## config.mk

```make
export PLATFORM = sky130hd
export DESIGN_NAME = source_token_lexer
export DESIGN_NICKNAME = d
export VERILOG_FILES = /design/src/sv/stl_pkg.sv /design/src/sv/stl_front.sv /design/src/sv/stl_queue.sv /design/src/sv/source_token_lexer.sv
export SDC_FILE = /design/constraint.sdc
export NUM_CORES = 1
export LEC_CHECK = 0
export BUFFER_PORTS_ARGS = -buffer_cell sky130_fd_sc_hd__buf_2
export CAP_MARGIN = 20
export CORE_ASPECT_RATIO = 1.75
export CORE_MARGIN = 10
export CORE_UTILIZATION = 35
export CTS_BUF_LIST = sky130_fd_sc_hd__clkbuf_8 sky130_fd_sc_hd__clkbuf_16
export DETAILED_ROUTE_END_ITERATION = 16
export MAX_ROUTING_LAYER = met4
export SLEW_MARGIN = 20
export SYNTH_ARGS = -nofsm -noshare
export SYNTH_HDL_FRONTEND = slang
export SYNTH_SLANG_ARGS = --single-unit
```

## constraint.sdc

```tcl
create_clock -name clk_i -period 11.8 [get_ports clk_i]
set_input_delay 2.95 -clock clk_i [delete_from_list [all_inputs] [get_ports clk_i]]
set_output_delay 2.95 -clock clk_i [all_outputs]
set_load 0.05 [all_outputs]
```

## src/sv/stl_pkg.sv

```systemverilog
// Shared types and constants for the source token lexer.
package stl_pkg;

  localparam int unsigned POS_BITS_DEF = 16;
  localparam int unsigned QDEPTH       = 4;
  localparam logic [15:0] LC_MAX       = 16'hFFFF;

  typedef enum logic [4:0] {
    M_IDLE  = 5'b00001,
    M_IDENT = 5'b00010,
    M_NUM   = 5'b00100,
    M_SKIP  = 5'b01000,
    M_STOP  = 5'b10000
  } mode_e;

  typedef enum logic [2:0] {
    K_ASSIGN = 3'd0,
    K_IDENT  = 3'd1,
    K_VAR    = 3'd2,
    K_INT    = 3'd3,
    K_DEC    = 3'd4,
    K_ERR    = 3'd5
  } kind_e;

  typedef enum logic [2:0] {
    KW_NONE = 3'd0,
    KW_V    = 3'd1,
    KW_VA   = 3'd2,
    KW_VAR  = 3'd3,
    KW_MISS = 3'd4
  } kw_e;

  localparam logic [7:0] CH_NUL   = 8'h00;
  localparam logic [7:0] CH_TAB   = 8'h09;
  localparam logic [7:0] CH_LF    = 8'h0A;
  localparam logic [7:0] CH_CR    = 8'h0D;
  localparam logic [7:0] CH_SPACE = 8'h20;
  localparam logic [7:0] CH_DOT   = 8'h2E;
  localparam logic [7:0] CH_EQ    = 8'h3D;
  localparam logic [7:0] CH_UNDER = 8'h5F;
  localparam logic [7:0] CH_LC_A  = 8'h61;
  localparam logic [7:0] CH_LC_R  = 8'h72;
  localparam logic [7:0] CH_LC_V  = 8'h76;

  // Width of one packed result beat: kind, line, column, start, end, bad char, run end.
  function automatic int unsigned res_width(int unsigned pos_bits);
    return 2 * pos_bits + 45;
  endfunction

endpackage

```

## src/sv/stl_front.sv

```systemverilog
// Front end: classifies each byte, tracks position and pending token, forms results.
module stl_front import stl_pkg::*; #(
  parameter int unsigned POS_BITS = POS_BITS_DEF,
  localparam int unsigned W = res_width(POS_BITS)
) (
  input  logic         clk_i,
  input  logic         rst_ni,
  input  logic         take_i,
  input  logic [7:0]   ch_i,
  input  logic         final_byte_i,
  output logic [1:0]   wr_cnt_o,
  output logic [W-1:0] wr_data0_o,
  output logic [W-1:0] wr_data1_o
);

  localparam logic [POS_BITS:0] POS_MAX = {1'b1, {POS_BITS{1'b0}}};

  mode_e               mode_q, mode_d;
  logic [POS_BITS:0]   pos_q, pos_d;
  logic [15:0]         line_q, line_d;
  logic [15:0]         col_q, col_d;
  logic [POS_BITS-1:0] tstart_q, tstart_d;
  logic [15:0]         tline_q, tline_d;
  logic [15:0]         tcol_q, tcol_d;
  logic                dot_q, dot_d;
  kw_e                 kw_q, kw_d;

  logic [1:0]          cnt;
  logic [W-1:0]        res [2];
  logic                done;
  logic                is_letter, is_digit, is_ws;
  logic [POS_BITS-1:0] here;

  function automatic logic [W-1:0] mk(kind_e k, logic [15:0] ln, logic [15:0] cl,
                                      logic [POS_BITS-1:0] s, logic [POS_BITS:0] e,
                                      logic [7:0] bad);
    return {k, ln, cl, s, e, bad, 1'b0};
  endfunction

  function automatic logic [POS_BITS-1:0] start_of(logic [POS_BITS:0] p);
    return p[POS_BITS] ? {POS_BITS{1'b1}} : p[POS_BITS-1:0];
  endfunction

  function automatic logic [W-1:0] close_word(mode_e m, kw_e kw, logic dot,
                                              logic [15:0] ln, logic [15:0] cl,
                                              logic [POS_BITS-1:0] s,
                                              logic [POS_BITS:0] e);
    kind_e k;
    if (m == M_IDENT) begin
      k = (kw == KW_VAR) ? K_VAR : K_IDENT;
    end else begin
      k = dot ? K_DEC : K_INT;
    end
    return mk(k, ln, cl, s, e, 8'h00);
  endfunction

  assign is_letter = (ch_i inside {[8'h61:8'h7A], [8'h41:8'h5A]}) || (ch_i == CH_UNDER);
  assign is_digit  = ch_i inside {[8'h30:8'h39]};
  assign is_ws     = (ch_i == CH_SPACE) || (ch_i == CH_LF) || (ch_i == CH_TAB);

  always_comb begin
    mode_d   = mode_q;
    pos_d    = pos_q;
    line_d   = line_q;
    col_d    = col_q;
    tstart_d = tstart_q;
    tline_d  = tline_q;
    tcol_d   = tcol_q;
    dot_d    = dot_q;
    kw_d     = kw_q;
    cnt      = 2'd0;
    res[0]   = '0;
    res[1]   = '0;
    done     = 1'b0;
    here     = '0;

    if (mode_q == M_STOP) begin
      done = 1'b1;
    end else if (ch_i == CH_NUL) begin
      if (mode_d == M_IDENT || mode_d == M_NUM) begin
        res[cnt[0]] = close_word(mode_d, kw_d, dot_d, tline_d, tcol_d, tstart_d, pos_d);
        cnt = cnt + 2'd1;
      end
      mode_d = M_STOP;
      done   = 1'b1;
    end

    if (!done && mode_d == M_SKIP) begin
      if (is_ws) begin
        mode_d = M_IDLE;
      end else begin
        if (pos_d != POS_MAX) pos_d = pos_d + 1'b1;
        if (col_d != LC_MAX) col_d = col_d + 16'd1;
        done = 1'b1;
      end
    end

    if (!done && mode_d == M_IDENT) begin
      if (is_letter || is_digit) begin
        if (kw_d == KW_V && ch_i == CH_LC_A) begin
          kw_d = KW_VA;
        end else if (kw_d == KW_VA && ch_i == CH_LC_R) begin
          kw_d = KW_VAR;
        end else begin
          kw_d = KW_MISS;
        end
        if (pos_d != POS_MAX) pos_d = pos_d + 1'b1;
        if (col_d != LC_MAX) col_d = col_d + 16'd1;
        done = 1'b1;
      end else begin
        res[cnt[0]] = close_word(mode_d, kw_d, dot_d, tline_d, tcol_d, tstart_d, pos_d);
        cnt    = cnt + 2'd1;
        mode_d = M_IDLE;
      end
    end

    if (!done && mode_d == M_NUM) begin
      if (is_digit || ch_i == CH_UNDER || (ch_i == CH_DOT && !dot_d)) begin
        if (ch_i == CH_DOT) dot_d = 1'b1;
        if (pos_d != POS_MAX) pos_d = pos_d + 1'b1;
        if (col_d != LC_MAX) col_d = col_d + 16'd1;
        done = 1'b1;
      end else begin
        res[cnt[0]] = close_word(mode_d, kw_d, dot_d, tline_d, tcol_d, tstart_d, pos_d);
        cnt    = cnt + 2'd1;
        mode_d = M_IDLE;
      end
    end

    if (!done) begin
      here = start_of(pos_d);
      if (ch_i == CH_SPACE || ch_i == CH_TAB || ch_i == CH_CR) begin
        if (pos_d != POS_MAX) pos_d = pos_d + 1'b1;
        if (col_d != LC_MAX) col_d = col_d + 16'd1;
      end else if (ch_i == CH_LF) begin
        if (pos_d != POS_MAX) pos_d = pos_d + 1'b1;
        if (line_d != LC_MAX) line_d = line_d + 16'd1;
        col_d = 16'd0;
      end else if (ch_i == CH_EQ) begin
        res[cnt[0]] = mk(K_ASSIGN, line_d, col_d, here, {1'b0, here} + 1'b1, 8'h00);
        cnt = cnt + 2'd1;
        if (pos_d != POS_MAX) pos_d = pos_d + 1'b1;
        if (col_d != LC_MAX) col_d = col_d + 16'd1;
      end else if (is_letter || is_digit) begin
        tstart_d = here;
        tline_d  = line_d;
        tcol_d   = col_d;
        if (is_letter) begin
          mode_d = M_IDENT;
          kw_d   = (ch_i == CH_LC_V) ? KW_V : KW_MISS;
        end else begin
          mode_d = M_NUM;
          dot_d  = 1'b0;
        end
        if (pos_d != POS_MAX) pos_d = pos_d + 1'b1;
        if (col_d != LC_MAX) col_d = col_d + 16'd1;
      end else begin
        res[cnt[0]] = mk(K_ERR, line_d, col_d, here, {1'b0, here} + 1'b1, ch_i);
        cnt    = cnt + 2'd1;
        mode_d = M_SKIP;
        if (pos_d != POS_MAX) pos_d = pos_d + 1'b1;
        if (col_d != LC_MAX) col_d = col_d + 16'd1;
      end
    end

    // The last byte flushes any open token and starts a fresh source.
    if (final_byte_i) begin
      if (mode_d == M_IDENT || mode_d == M_NUM) begin
        res[cnt[0]] = close_word(mode_d, kw_d, dot_d, tline_d, tcol_d, tstart_d, pos_d);
        cnt = cnt + 2'd1;
      end
      mode_d   = M_IDLE;
      pos_d    = '0;
      line_d   = '0;
      col_d    = '0;
      tstart_d = '0;
      tline_d  = '0;
      tcol_d   = '0;
      dot_d    = 1'b0;
      kw_d     = KW_NONE;
    end

    if (cnt == 2'd1) res[0][0] = 1'b1;
    if (cnt == 2'd2) res[1][0] = 1'b1;
  end

  assign wr_cnt_o   = take_i ? cnt : 2'd0;
  assign wr_data0_o = res[0];
  assign wr_data1_o = res[1];

  always_ff @(posedge clk_i or negedge rst_ni) begin
    if (!rst_ni) begin
      mode_q   <= M_IDLE;
      pos_q    <= '0;
      line_q   <= '0;
      col_q    <= '0;
      tstart_q <= '0;
      tline_q  <= '0;
      tcol_q   <= '0;
      dot_q    <= 1'b0;
      kw_q     <= KW_NONE;
    end else if (take_i) begin
      mode_q   <= mode_d;
      pos_q    <= pos_d;
      line_q   <= line_d;
      col_q    <= col_d;
      tstart_q <= tstart_d;
      tline_q  <= tline_d;
      tcol_q   <= tcol_d;
      dot_q    <= dot_d;
      kw_q     <= kw_d;
    end
  end

endmodule

```

## src/sv/stl_queue.sv

```systemverilog
// Back end: result queue that takes up to two beats per cycle and hands out one.
module stl_queue import stl_pkg::*; #(
  parameter int unsigned W = res_width(POS_BITS_DEF)
) (
  input  logic         clk_i,
  input  logic         rst_ni,
  input  logic [1:0]   wr_cnt_i,
  input  logic [W-1:0] wr_data0_i,
  input  logic [W-1:0] wr_data1_i,
  input  logic         pop_i,
  output logic         full_o,
  output logic         empty_o,
  output logic [W-1:0] rd_data_o
);

  localparam int unsigned AW = $clog2(QDEPTH);
  localparam logic [AW:0] FULL_AT = (AW + 1)'(QDEPTH - 1);

  logic [W-1:0]  mem [QDEPTH];
  logic [AW-1:0] wp_q, wp_d, rp_q, rp_d;
  logic [AW:0]   count_q, count_d;
  logic          do_pop;

  assign empty_o   = (count_q == '0);
  // Room for two beats is kept so a byte that closes a token and emits can always land.
  assign full_o    = (count_q >= FULL_AT);
  assign do_pop    = pop_i && !empty_o;
  assign rd_data_o = mem[rp_q];

  always_comb begin
    wp_d    = wp_q + AW'(wr_cnt_i);
    rp_d    = rp_q + AW'(do_pop);
    count_d = count_q + (AW + 1)'(wr_cnt_i) - (AW + 1)'(do_pop);
  end

  always_ff @(posedge clk_i) begin
    if (wr_cnt_i != 2'd0) mem[wp_q] <= wr_data0_i;
    if (wr_cnt_i == 2'd2) mem[wp_q + AW'(1)] <= wr_data1_i;
  end

  always_ff @(posedge clk_i or negedge rst_ni) begin
    if (!rst_ni) begin
      wp_q    <= '0;
      rp_q    <= '0;
      count_q <= '0;
    end else begin
      wp_q    <= wp_d;
      rp_q    <= rp_d;
      count_q <= count_d;
    end
  end

  a_count_bound: assert property (@(posedge clk_i) disable iff (!rst_ni)
    count_q <= (AW + 1)'(QDEPTH))
    else $error("result queue count out of range");

  a_no_overflow: assert property (@(posedge clk_i) disable iff (!rst_ni)
    (wr_cnt_i != 2'd0) |-> (count_q <= (AW + 1)'(QDEPTH - 2)))
    else $error("result queue written without room for two beats");

  a_wr_cnt_legal: assert property (@(posedge clk_i) disable iff (!rst_ni)
    wr_cnt_i != 2'd3)
    else $error("more than two results from one byte");

  a_pop_drains: assert property (@(posedge clk_i) disable iff (!rst_ni)
    (do_pop && wr_cnt_i == 2'd0) |=> (count_q == $past(count_q) - 1'b1))
    else $error("pop without write did not lower the count");

  a_ptr_track: assert property (@(posedge clk_i) disable iff (!rst_ni)
    (wr_cnt_i == 2'd2 && !do_pop) |=> (count_q == $past(count_q) + 2'd2))
    else $error("double write did not raise the count by two");

endmodule

```

## src/sv/source_token_lexer.sv

```systemverilog
// One byte per cycle is taken while full is low; its results, up to two beats, are written
// into the result queue at the accepting edge and drained one per cycle while pop is high.
// full is raised while fewer than two slots of the four-entry result queue are free.
// Reset (rst_ni low, asynchronous) returns position, line, column and mode to zero/idle
// and empties the queue; no clearing pass is needed afterwards.
module source_token_lexer import stl_pkg::*; #(
  parameter int unsigned POS_BITS = POS_BITS_DEF
) (
  input  logic                clk_i,
  input  logic                rst_ni,
  input  logic                push,
  output logic                full,
  input  logic [7:0]          ch_i,
  input  logic                final_byte_i,
  output logic                empty,
  input  logic                pop,
  output logic [2:0]          kind_o,
  output logic [15:0]         line_no_o,
  output logic [15:0]         column_no_o,
  output logic [POS_BITS-1:0] start_pos_o,
  output logic [POS_BITS:0]   end_pos_o,
  output logic [7:0]          bad_char_o,
  output logic                run_end_o
);

  localparam int unsigned W = res_width(POS_BITS);

  logic         take;
  logic [1:0]   wr_cnt;
  logic [W-1:0] wr_data0, wr_data1, rd_data;

  assign take = push && !full;

  stl_front #(
    .POS_BITS(POS_BITS)
  ) u_front (
    .clk_i       (clk_i),
    .rst_ni      (rst_ni),
    .take_i      (take),
    .ch_i        (ch_i),
    .final_byte_i(final_byte_i),
    .wr_cnt_o    (wr_cnt),
    .wr_data0_o  (wr_data0),
    .wr_data1_o  (wr_data1)
  );

  stl_queue #(
    .W(W)
  ) u_queue (
    .clk_i     (clk_i),
    .rst_ni    (rst_ni),
    .wr_cnt_i  (wr_cnt),
    .wr_data0_i(wr_data0),
    .wr_data1_i(wr_data1),
    .pop_i     (pop),
    .full_o    (full),
    .empty_o   (empty),
    .rd_data_o (rd_data)
  );

  assign {kind_o, line_no_o, column_no_o, start_pos_o, end_pos_o, bad_char_o, run_end_o} =
    rd_data;

endmodule

```

==> impl_metrics.py <==
metrics = {
    "floorplanning": {
        "die_w_um": 233.3,
        "initial_utilization_pct": 35.38,
        "die-area_sq_mm": 0.09177,
        "die_h_um": 393.3,
        "io_pins": 92,
        "core_region_area_sq_mm": 0.07879,
        "fp-row-count": 136,
    },
    "global_routing": {
        "grt_max_degree": 78,
        "grt-ovfl-total": 0,
        "track_usage_pct": 21.88,
        "grt_pass1_wl_um": 149400,
        "grt_pass1_vias": 23189,
        "antenna_found_initial": 4,
    },
    "sta": {
        "skew_ns": 0.02567,
        "rsz0062_at_grt": "false",
        "fin_setup_tns_ns": 0,
        "hold_slack_ns": 0.5092,
        "fin_crit_ns": 10.39,
        "min_period_over_period_pct": 88.01,
        "finalMaxSlewViolations": 0,
        "hold_viol": 0,
        "slew_headroom_pct": 23.88,
        "finalSetupViolCount": 0,
        "max_freq_mhz": 96.29,
        "worst_slew_pin_slew_ns": 1.142,
    },
    "synthesis": {
        "synth_xor_area_share_pct": 5.082,
        "yosys_most_used_dff": "edfxtp_1",
        "synth-edff-count": 308,
        "synth_compound_area_share_pct": 18.00,
        "synth_seq_cells": 421,
        "synth_nets": 2771,
        "syn_inst": 2741,
        "ys_types": 134,
        "synthArstFlopShare_pct": 26.84,
        "synthAdderAreaFrac_pct": 0.8260,
        "yosys.area_share.simple_pct": 17.58,
        "avgSynthCellArea_sq_um": 10.17,
        "synthMuxAreaShare_pct": 11.83,
        "synth_top_family_by_area": "compound AO/OA/AOI/OAI gates",
        "yosysWarnings": 0,
        "syn_area_sq_mm": 0.02787,
        "synth.yosys.seq_area_share_pct": 43.33,
    },
    "worst_setup_path": {
        "crit_type": "in -> reg",
        "required_ns": 12.27,
        "arrival_ns": 10.86,
        "cp-start-kind": "primary input",
        "cp_max_fo": 15,
        "endpoint_kind": "flop",
    },
    "placement": {
        "placed_cells": 3736,
        "port_buffers": 91,
        "gp_congestion": 1.049,
        "hpwl_um": 70610,
    },
    "drt": {
        "drtIter0Drc": 2013,
        "firstDrtPassIters": 6,
        "routedWlPerCell_um": 26.15,
        "avgViaCountPerCell": 6.044,
        "wl_um": 99630,
        "ant_nets": 0,
        "drc": 0,
        "vias": 23029,
    },
    "clock_network": {
        "postCtsSetupBuffers": 0,
        "clk_path_buf_depth": 3,
        "cts_buffers": 38,
        "cts-resized-gates": 0,
        "htreeDepth": 2,
        "clk_pin_slew_ns": 0.07,
        "cts_num_sinks": 421,
        "cts.hold.buffers_added": 0,
        "clk_latency_ns": 0.58,
        "cts_root_buf": "clkbuf_16",
        "tritoncts": "done",
    },
    "run": {
        "drv_cap": 0,
    },
    "pwr": {
        "vdd_ir_drop_max_mv": 0.1483,
        "leakage_nw": 11.60,
        "pwr_density_cell_mw_per_mm2": 189.6,
    },
    "outcome": {
        "status": "finished clean",
    },
    "finish": {
        "area_delta_synth_final_pct": 10.45,
        "nets": 2771,
        "final_layout_size_suffix_gt1_share_pct": 16.10,
        "stdcell_count": 3810,
    },
    "min_path": {
        "worst_hold_path_type": "reg -> reg",
    },
}
## per-layer routing
layer	global-route usage (%)	vias to the layer above	wire, um
li1	-	10449	-
met1	22.26	11397	34570
met2	38.41	888	52610
met3	2.742	295	5044
met4	14.87	0	7412
met5	-	-	0
## layout make-up
class	instances	area (sq um)
fill	7703	48000
multi-input combinational	2096	15050
clock inverter	28	217.7
antenna	4	10.01
inverter	25	93.84
tap	1035	1295
timing repair buffer	159	1018
clock buffer	42	1017
sequential	421	12090
## cell families after synthesis
kind of cell | count (synthesis)
AOI/OAI and AO/OA | 729
xor gates and xnor gates | 143
adders and majority gates | 18
buffers and inverters | 224
DFF | 421
muxes | 230
and+or+nand+nor | 976
## state kept, by name, summed over array words and instances, names as in the netlist
signal            count
u_front.col_q        16
u_front.kw_q          3
u_front.tcol_q       16
u_front.pos_q        17
u_front.tstart_q     16
u_front.tline_q      16
u_front.dot_q         1
u_queue.count_q       3
u_queue.rp_q          2
u_queue.mem         308
u_front.mode_q        5
u_queue.wp_q          2
u_front.line_q       16
## placed cells by master, fill, tap and decap left out, types with 8 or more instances in the layout
cell type / n
edfxtp_1: 308
nor2_1: 330
nand4_1: 39
a21boi_0: 9
inv_1: 30
clkbuf_16: 39
o21ai_0: 100
and3_1: 28
o21ai_1: 10
or4_1: 11
buf_4: 65
a32o_1: 9
a22oi_1: 71
buf_2: 90
o211ai_1: 14
xor2_1: 50
nor4_1: 39
a21oi_1: 239
a211oi_1: 19
mux2i_1: 128
a31oi_1: 25
a41oi_1: 8
and2_1: 48
mux2_2: 24
or3_1: 13
mux4_2: 77
nand2_1: 214
nand2b_1: 20
nor2b_1: 12
a22o_1: 69
nor3_2: 10
nor3_1: 56
dfrtp_1: 110
nand3_1: 66
xnor2_1: 72
o22ai_1: 15
ha_1: 16
and4_1: 10
a21o_1: 9
xnor2_2: 13
## synthesized netlist by cell type, drive strengths merged, types with 9 or more instances
master  number  area (sq um)
a41oi       10         125.1
a22o        69         604.3
nor2b       13         81.33
and3        29         186.4
a211oi      20         155.1
o22ai       18         125.1
xnor2       86         854.6
nor3        67         386.6
and2        49         306.5
a22oi       71         533.0
nand2b      20         125.1
xor2        55         515.5
ha          16         200.2
mux4        77          1734
or3         14         92.59
nor2       339          1290
a221oi       9         91.34
a31oi       28         202.7
a21o        10         82.57
o31ai       11         92.58
nor3b        9         100.1
and4        12         110.1
or2         10         62.56
nand3       70         372.9
edfxtp     308          9249
clkbuf     146         548.0
nand4       41         269.0
inv         24         90.08
mux2i      128          1281
or4         12         93.84
buf         53         291.5
a21boi      12         90.08
a32o        10         101.4
mux2        25         281.5
nor4        46         342.8
nand2      220         835.8
o21ai      117         593.1
a21oi      241          1214
dfrtp      112          2803
o211ai      17         160.2
## worst max-delay path: stages
cell	delay (ns)
buf_2	0.19
or4_1	0.72
o211a_1	0.43
nand3_2	0.12
buf_4	0.21
xnor2_1	0.27
ha_1	0.48
nand2_1	0.09
nor4_1	0.52
a21o_4	0.22
nand3_4	0.14
or4_1	0.63
nand2_1	0.24
xnor2_1	0.21
ha_1	0.25
o221ai_2	0.13
nor3_2	0.51
a41oi_4	0.26
xor2_1	0.55
ha_1	0.31
nand2_1	0.10
nor3_2	0.47
a31oi_4	0.30
a31o_1	0.29
a32o_1	0.24
## report_power, final
group | switching (mW) | internal, mW | total (mW)
sequential | 0.189 | 1.81 | 2.00
clock | 0.589 | 0.672 | 1.26
combinational | 1.82 | 0.755 | 2.58
total | 2.60 | 3.24 | 5.84
## path summary, 6_finish.rpt
check                                                end                         start  slack [ns]  cells past startpoint
setup / recovery            u_front.col_q[9]$_DFFE_PN0P_                       ch_i[4]        1.41                     25
hold / removal              u_queue.count_q[2]$_DFF_PN0_  u_queue.count_q[2]$_DFF_PN0_        0.51                      1
setup reg to reg            u_front.col_q[9]$_DFFE_PN0P_  u_front.col_q[0]$_DFFE_PN0P_        2.99                     26
hold reg to reg             u_queue.count_q[2]$_DFF_PN0_  u_queue.count_q[2]$_DFF_PN0_        0.51                      1
max in group asynchronous      u_queue.rp_q[1]$_DFF_PN0_                        rst_ni        7.81                      2
min in group asynchronous  u_front.tcol_q[5]$_DFFE_PN0P_                        rst_ni        2.48                      1
## stage by stage
stage	util, %	setup slack (ns)	power (mW)	area, sq um
3_5_place_dp	37.47	0.9160	4.605	29520
4_1_cts	39.03	1.517	5.853	30750
2_1_floorplan	-	1.529	3.818	27880
6_report	39.07	1.415	5.838	30780
3_3_place_gp	37.47	1.142	4.594	29520
5_1_grt	39.07	0.7716	6.078	30780
Power figures use the tool's default switching activity.
